`src/hdl/bhld_pkg.sv`:
```
// Shared types and constants for the button hold and LED steady detector.
// Used by bhld_step and by the top level.
`timescale 1ns / 1ps
package bhld_pkg;

  localparam int CntW   = 10;
  localparam int PulseW = 8;
  localparam int CfgW   = 10;
  localparam int IdxW   = 2;

  localparam logic [CntW-1:0] ChkA    = 10'd100;
  localparam logic [CntW-1:0] ChkB    = 10'd200;
  localparam logic [CntW-1:0] LedChkB = 10'd293;
  localparam logic [CntW-1:0] LedChkC = 10'd345;
  localparam logic [CntW-1:0] LedChkD = 10'd598;

  localparam logic [CntW-1:0]   HoldReset    = 10'd300;
  localparam logic [PulseW-1:0] PulseReset   = 8'd244;
  localparam logic [CntW-1:0]   ConfirmReset = 10'd612;

  typedef enum logic [IdxW-1:0] {
    REG_BUTTON_HOLD = 2'd0,
    REG_PULSE       = 2'd1,
    REG_LED_CONFIRM = 2'd2
  } reg_idx_t;

  typedef struct packed {
    logic [CntW-1:0]   tick_count;
    logic              button_timing;
    logic              led_timing;
    logic              link_up;
    logic [PulseW-1:0] pulse_left;
  } det_state_t;

  typedef struct packed {
    logic [CntW-1:0]   button_hold_ticks;
    logic [PulseW-1:0] pulse_ticks;
    logic [CntW-1:0]   led_confirm_ticks;
  } det_cfg_t;

  typedef struct packed {
    logic vol_up_n;
    logic vol_down_n;
    logic led_level;
    logic tick;
  } poll_t;

endpackage

```
`src/hdl/bhld_step.sv`:
```
// Next-state logic for one poll: button qualifier, LED qualifier and pulse timer.
// Depends on bhld_pkg.
`timescale 1ns / 1ps
module bhld_step (
  input  bhld_pkg::det_state_t cur,
  input  bhld_pkg::det_cfg_t   cfg,
  input  bhld_pkg::poll_t      poll,
  output bhld_pkg::det_state_t nxt
);
  import bhld_pkg::*;

  always_comb begin
    det_state_t s;
    logic       tk;
    logic       both;
    logic       started;
    s       = cur;
    tk      = poll.tick;
    both    = !poll.vol_up_n && !poll.vol_down_n;
    started = 1'b0;
    if (cur.pulse_left != '0) begin
      if (tk) begin
        s.pulse_left = cur.pulse_left - PulseW'(1);
      end
    end else begin
      if (both && !s.button_timing) begin
        s.tick_count    = '0;
        s.button_timing = 1'b1;
        tk              = 1'b0;
      end
      if (tk && s.button_timing) begin
        tk           = 1'b0;
        s.tick_count = s.tick_count + CntW'(1);
        if (s.tick_count == ChkA && !both) begin
          s.tick_count    = '0;
          s.button_timing = 1'b0;
        end
        if (s.tick_count == ChkB && !both) begin
          s.tick_count    = '0;
          s.button_timing = 1'b0;
        end
        if (s.tick_count >= cfg.button_hold_ticks) begin
          if (both) begin
            s.pulse_left = cfg.pulse_ticks;
            started      = 1'b1;
          end
          s.tick_count    = '0;
          s.button_timing = 1'b0;
        end
      end
      if (!s.button_timing && !started) begin
        if (s.link_up && !poll.led_level) begin
          s.link_up = 1'b0;
        end
        if (poll.led_level && !s.led_timing && !s.link_up) begin
          s.tick_count = '0;
          s.led_timing = 1'b1;
          tk           = 1'b0;
        end
        if (tk && s.led_timing) begin
          s.tick_count = s.tick_count + CntW'(1);
          if (!poll.led_level && (s.tick_count == ChkA || s.tick_count == LedChkB ||
                                  s.tick_count == LedChkC || s.tick_count == LedChkD)) begin
            s.tick_count = '0;
            s.led_timing = 1'b0;
          end
          if (s.tick_count >= cfg.led_confirm_ticks) begin
            s.link_up    = poll.led_level;
            s.tick_count = '0;
            s.led_timing = 1'b0;
          end
        end
      end
    end
    nxt = s;
  end

endmodule

```
`src/hdl/button_hold_and_led_steady_detector_core.sv`:
```
// An input transfer is registered in the poll register, and its result is then registered
// in the result register. One poll per cycle while no held result stalls the output;
// the poll register, the state update and the result register form a single pass.
// Reset (rst, synchronous, active high) empties both stages, clears the
// detector state and loads the default register values.
// Depends on bhld_pkg and bhld_step.
`timescale 1ns / 1ps
module button_hold_and_led_steady_detector_core (
  input  logic                       clk,
  input  logic                       rst,
  input  logic                       s_axis_tvalid,
  output logic                       s_axis_tready,
  input  logic [7:0]                 s_axis_tdata,  // vol_up_n, vol_down_n, led_level, tick
  output logic                       m_axis_tvalid,
  input  logic                       m_axis_tready,
  output logic [7:0]                 m_axis_tdata,  // led_drive, sense_drive_low,
                                                    // button_drive_low
  input  logic                       cfg_valid,
  output logic                       cfg_ready,
  input  logic [bhld_pkg::IdxW-1:0]  cfg_index,
  input  logic [bhld_pkg::CfgW-1:0]  cfg_data
);
  import bhld_pkg::*;

  det_state_t state;
  det_state_t state_next;
  det_cfg_t   cfg;
  poll_t      poll;
  logic       in_valid;
  logic       out_valid;
  logic [7:0] out_data;
  logic       advance;

  assign advance       = in_valid && (!out_valid || m_axis_tready);
  assign s_axis_tready = !in_valid || advance;
  assign cfg_ready     = 1'b1;
  assign m_axis_tvalid = out_valid;
  assign m_axis_tdata  = out_data;

  bhld_step u_step (
    .cur  (state),
    .cfg  (cfg),
    .poll (poll),
    .nxt  (state_next)
  );

  always_ff @(posedge clk) begin
    if (rst) begin
      in_valid <= 1'b0;
    end else if (s_axis_tready) begin
      in_valid <= s_axis_tvalid;
    end
    if (s_axis_tready && s_axis_tvalid) begin
      poll.vol_up_n   <= s_axis_tdata[0];
      poll.vol_down_n <= s_axis_tdata[1];
      poll.led_level  <= s_axis_tdata[2];
      poll.tick       <= s_axis_tdata[3];
    end
  end

  always_ff @(posedge clk) begin
    if (rst) begin
      state <= '0;
    end else if (advance) begin
      state <= state_next;
    end
  end

  always_ff @(posedge clk) begin
    if (rst) begin
      out_valid <= 1'b0;
    end else if (advance) begin
      out_valid <= 1'b1;
    end else if (m_axis_tready) begin
      out_valid <= 1'b0;
    end
    if (advance) begin
      out_data <= {5'b0, (state_next.pulse_left != '0), state_next.link_up,
                   state_next.link_up};
    end
  end

  always_ff @(posedge clk) begin
    if (rst) begin
      cfg.button_hold_ticks <= HoldReset;
      cfg.pulse_ticks       <= PulseReset;
      cfg.led_confirm_ticks <= ConfirmReset;
    end else if (cfg_valid && cfg_ready) begin
      unique case (cfg_index)
        REG_BUTTON_HOLD: cfg.button_hold_ticks <= cfg_data;
        REG_PULSE:       cfg.pulse_ticks       <= cfg_data[PulseW-1:0];
        REG_LED_CONFIRM: cfg.led_confirm_ticks <= cfg_data;
        default: ;
      endcase
    end
  end

`ifndef SYNTHESIS
  a_no_timing_in_pulse: assert property (@(posedge clk) disable iff (rst)
    !(state.button_timing && state.pulse_left != '0))
    else $error("button qualifier running during pulse");

  a_link_frozen_in_pulse: assert property (@(posedge clk) disable iff (rst)
    state.pulse_left != '0 |=> $stable(state.link_up))
    else $error("connected state changed during pulse");

  a_stall_only_when_full: assert property (@(posedge clk) disable iff (rst)
    !s_axis_tready |-> (in_valid && out_valid && !m_axis_tready))
    else $error("input stalled without a held result");
`endif

endmodule

```
`config.mk`:
```
export PLATFORM = sky130hd
export DESIGN_NAME = button_hold_and_led_steady_detector_core
export DESIGN_NICKNAME = d
export VERILOG_FILES = /design/src/hdl/bhld_pkg.sv /design/src/hdl/bhld_step.sv /design/src/hdl/button_hold_and_led_steady_detector_core.sv
export SDC_FILE = /design/constraint.sdc
export NUM_CORES = 1
export LEC_CHECK = 0
export BUFFER_PORTS_ARGS = -buffer_cell sky130_fd_sc_hd__buf_2
export CORE_ASPECT_RATIO = 1.5
export CORE_MARGIN = 3
export CORE_UTILIZATION = 39
export DETAILED_ROUTE_END_ITERATION = 8
export PLACE_DENSITY_LB_ADDON = 0.2
export SYNTH_ARGS = -nofsm -noshare
export SYNTH_HDL_FRONTEND = slang
export SYNTH_SLANG_ARGS = --single-unit
export TNS_END_PERCENT = 20
```
`constraint.sdc`:
```
create_clock -name clk -period 9.2 [get_ports clk]
set_input_delay 1.38 -clock clk [delete_from_list [all_inputs] [get_ports clk]]
set_output_delay 1.38 -clock clk [all_outputs]
set_load 0.02 [all_outputs]
```
==> impl_metrics.ini <==
[pwr]
powerDensity_nw_per_um2 = 190
ir_worst_vdd_mv = 0.117
p_sw_mw = 0.318
p_leak_nw = 1.97
p_sw_frac = 0.348
combPwrFrac = 0.305
p_clk_frac = 0.362
p_int_mw = 0.595
seqPwrFrac = 0.333

[floorplan]
coreArea_um2 = 10700
io_pins = 36
die_width_um = 92.1
initial_core_util = 0.405
die_y_um = 135
die-area_um2 = 12400
rows = 46

[yosys]
syn_area_um2 = 4330
synth_edf_count = 6
yosysUniqueCellTypes = 78
async_flop_share = 0
synth_warnings = 0
netlist_instances = 558
ys_seq_area_frac = 0.277
syn_area_per_cell_um2 = 7.77
synth-seq-cells = 57
yosys_most_used_dff = dfxtp_1

[worst_hold_path]
min_path_cells = 2
hold_path.class = register to register

[worst_setup_path]
crit_type = register to register
path_delay_family = compound AO/OA/AOI/OAI gates
reg2regPathDepth = 34
crit_slowest_cell = edfxtp_1
cp_num_cells = 34
critPathCaptureType = register
start_kind = register
cp_max_fo = 10
crit_buf_inv = 1
arrival_ns = 8.82
cpPeakStageDelay_ns = 0.50
worstPathRequired_ns = 9.44

[timing]
fin_worst_skew_ns = 0.00584
finalCritPeriodShare = 0.932
finalHoldViolCount = 0
max_freq_ghz = 0.117
rsz0062_at_grt = no
relSlewSlack = 0.206
tightest_slew_ns = 1.19
finalCriticalPeriod_ns = 8.58
finalSetupViolCount = 0
tns_ns = 0
final-max-slew-violation-count = 0

[clocking]
insertion_delay_ns = 0.33
clock-root-buffer = clkbuf_16
cts-hold-fix-buffers = 0
clk_path_buf_depth = 2
clkSinkCount = 57
h-tree-depth = 3
cts.clk_slew.worst_paths_ns = 0.05
cts_made_buffers = 9
cts_tree = done

[finish]
fillerInstances = 1127
antennaDiodeCount = 0
nNetsFinal = 614
fin_cells = 711
syn2layout_area_growth_pct = 10.9
drive_gt1_frac = 0.138

[routing]
wl_per_cell_um = 17.6
drtPass1Iterations = 5
dr.first_iter.drc_count = 310
via_count = 4062
ant_nets = 0
avgViaCountPerCell = 5.71
routed_wl_um = 12500
remaining_drc_errors = 0

[grt]
grt_pass1_wl_um = 20000
grt-ovfl-total = 0
antenna_found_initial = 0
grt_max_degree = 53
grt_pass1_vias = 3943
grt_util_all_layers = 0.207

[flow_run]
max-cap-violations = 0

[place]
placed_cells = 695
gp_congestion = 0.929
dpl.hpwl_um = 9540
portBuffers = 25

[status]
status = complete, no violations
-- final cells by class --
cell class,instances,area [µm²],area share
multi-input cells,441,2880,0.600
flip-flops and latches,57,1200,0.250
clock buffers,13,282,0.0586
well taps,144,180,0.0375
repair buffers,27,140,0.0292
inverters,26,97.6,0.0203
clock inverters,3,21.3,0.00443
-- layer usage --
| metal | up-vias | routed length (µm) | GRT usage |
|---|---|---|---|
| li1 | 2005 | - | - |
| met1 | 1889 | 4880 | 0.227 |
| met2 | 123 | 6540 | 0.376 |
| met3 | 45 | 459 | 0.0318 |
| met4 | 0 | 625 | 0.115 |
| met5 | - | 0 | 0 |
-- cells by family after synthesis --
| logic type | synth area share |
|---|---|
| muxes | 0.00462 |
| adders and majority gates | 0.0779 |
| and+or+nand+nor | 0.269 |
| other | 0.00173 |
| AOI/OAI and AO/OA | 0.273 |
| buffers and inverters | 0.0661 |
| xor gates and xnor gates | 0.0303 |
| DFF | 0.277 |
-- Yosys cell counts (all sizes together), types with 3 or more instances --
library cell,instances,area [µm²]
a22oi,3,22.5
nor2b,3,18.8
or2,3,18.8
and3b,3,26.3
and3,9,56.3
dfxtp,51,1020
nor3,18,111
nand3b,7,52.6
a31oi,5,31.3
a2111oi,6,72.6
nor4,4,31.3
nand2,72,270
buf,20,121
a211o,10,87.6
a21o,9,68.8
or3,4,25.0
nand3,19,113
o21a,8,60.1
ha,27,338
a21oi,48,252
edfxtp,6,180
clkbuf,18,67.6
xor2,7,61.3
a22o,4,35.0
o221a,3,33.8
xnor2,8,70.1
and2,8,50.1
o21ai,20,111
o211ai,4,40.0
nand4,4,40.0
nand2b,6,37.5
inv,26,97.6
nor2,65,244
a211oi,10,80.1
a32oi,6,67.6
-- cell usage in the layout, fill, tap and decap left out, types with 9 or more instances in the layout --
cell type,instances
inv_1,26
a211o_1,10
nor2_1,64
a21oi_1,47
nand3_1,17
nor3_1,15
a211oi_1,9
clkbuf_16,10
ha_1,27
dfxtp_1,51
nand2_1,72
o21ai_0,16
and3_1,9
buf_2,25
-- final timing paths --
| kind | from | endpoint | slack (ns) |
|---|---|---|---|
| worst max-delay path | poll[2] | state[14] | 0.62 |
| worst min-delay path | cfg[7] | cfg[7] | 0.46 |
| worst max register to register | poll[2] | state[14] | 0.62 |
| worst min register to register | cfg[7] | cfg[7] | 0.46 |
-- flip-flops by register name, indices dropped and copies added (netlist names) --
register	count
m_axis_tvalid	1
state	21
m_axis_tdata	2
in_valid	1
poll	4
cfg	28
-- stage by stage --
stage / total power [mW] / utilization / setup slack [ns] / cell area (µm²) / hold WS [ns]
6_report: 0.913 / 0.449 / 0.625 / 4800 / 0.459
5_1_grt: 0.967 / 0.449 / 0.00975 / 4800 / 0.487
4_1_cts: 0.918 / 0.447 / 0.492 / 4790 / 0.458
3_5_place_dp: 0.582 / 0.419 / 0.540 / 4490 / 0.451
3_3_place_gp: 0.578 / 0.419 / 0.595 / 4490 / 0.446
2_1_floorplan: 0.521 / - / 1.45 / 4350 / 0.436
-- worst register-to-register path: cells and delay by family, from the launching register on --
family | cells | cell delay, ns
AOI/OAI and AO/OA | 18 | 4.18
adders and majority gates | 4 | 1.19
buffers and inverters | 1 | 0.09
DFF | 1 | 0.50
muxes | 1 | 0.39
and+or+nand+nor | 10 | 2.13
-- power groups by stage --
stage | registers, mW | clock network (mW) | logic (mW)
floorplan | 0.289 | 0 | 0.232
detailed placement | 0.309 | 0 | 0.274
finish | 0.304 | 0.330 | 0.279
CTS | 0.303 | 0.339 | 0.276
global route | 0.307 | 0.350 | 0.311
global placement | 0.308 | 0 | 0.270
-- what timing repair did --
item                       4_1_cts  5_1_grt
gates resized for setup          0        4
setup buffers                    0        0
setup endpoints to repair        0       10
No activity file was read; power rests on OpenSTA's default activity.
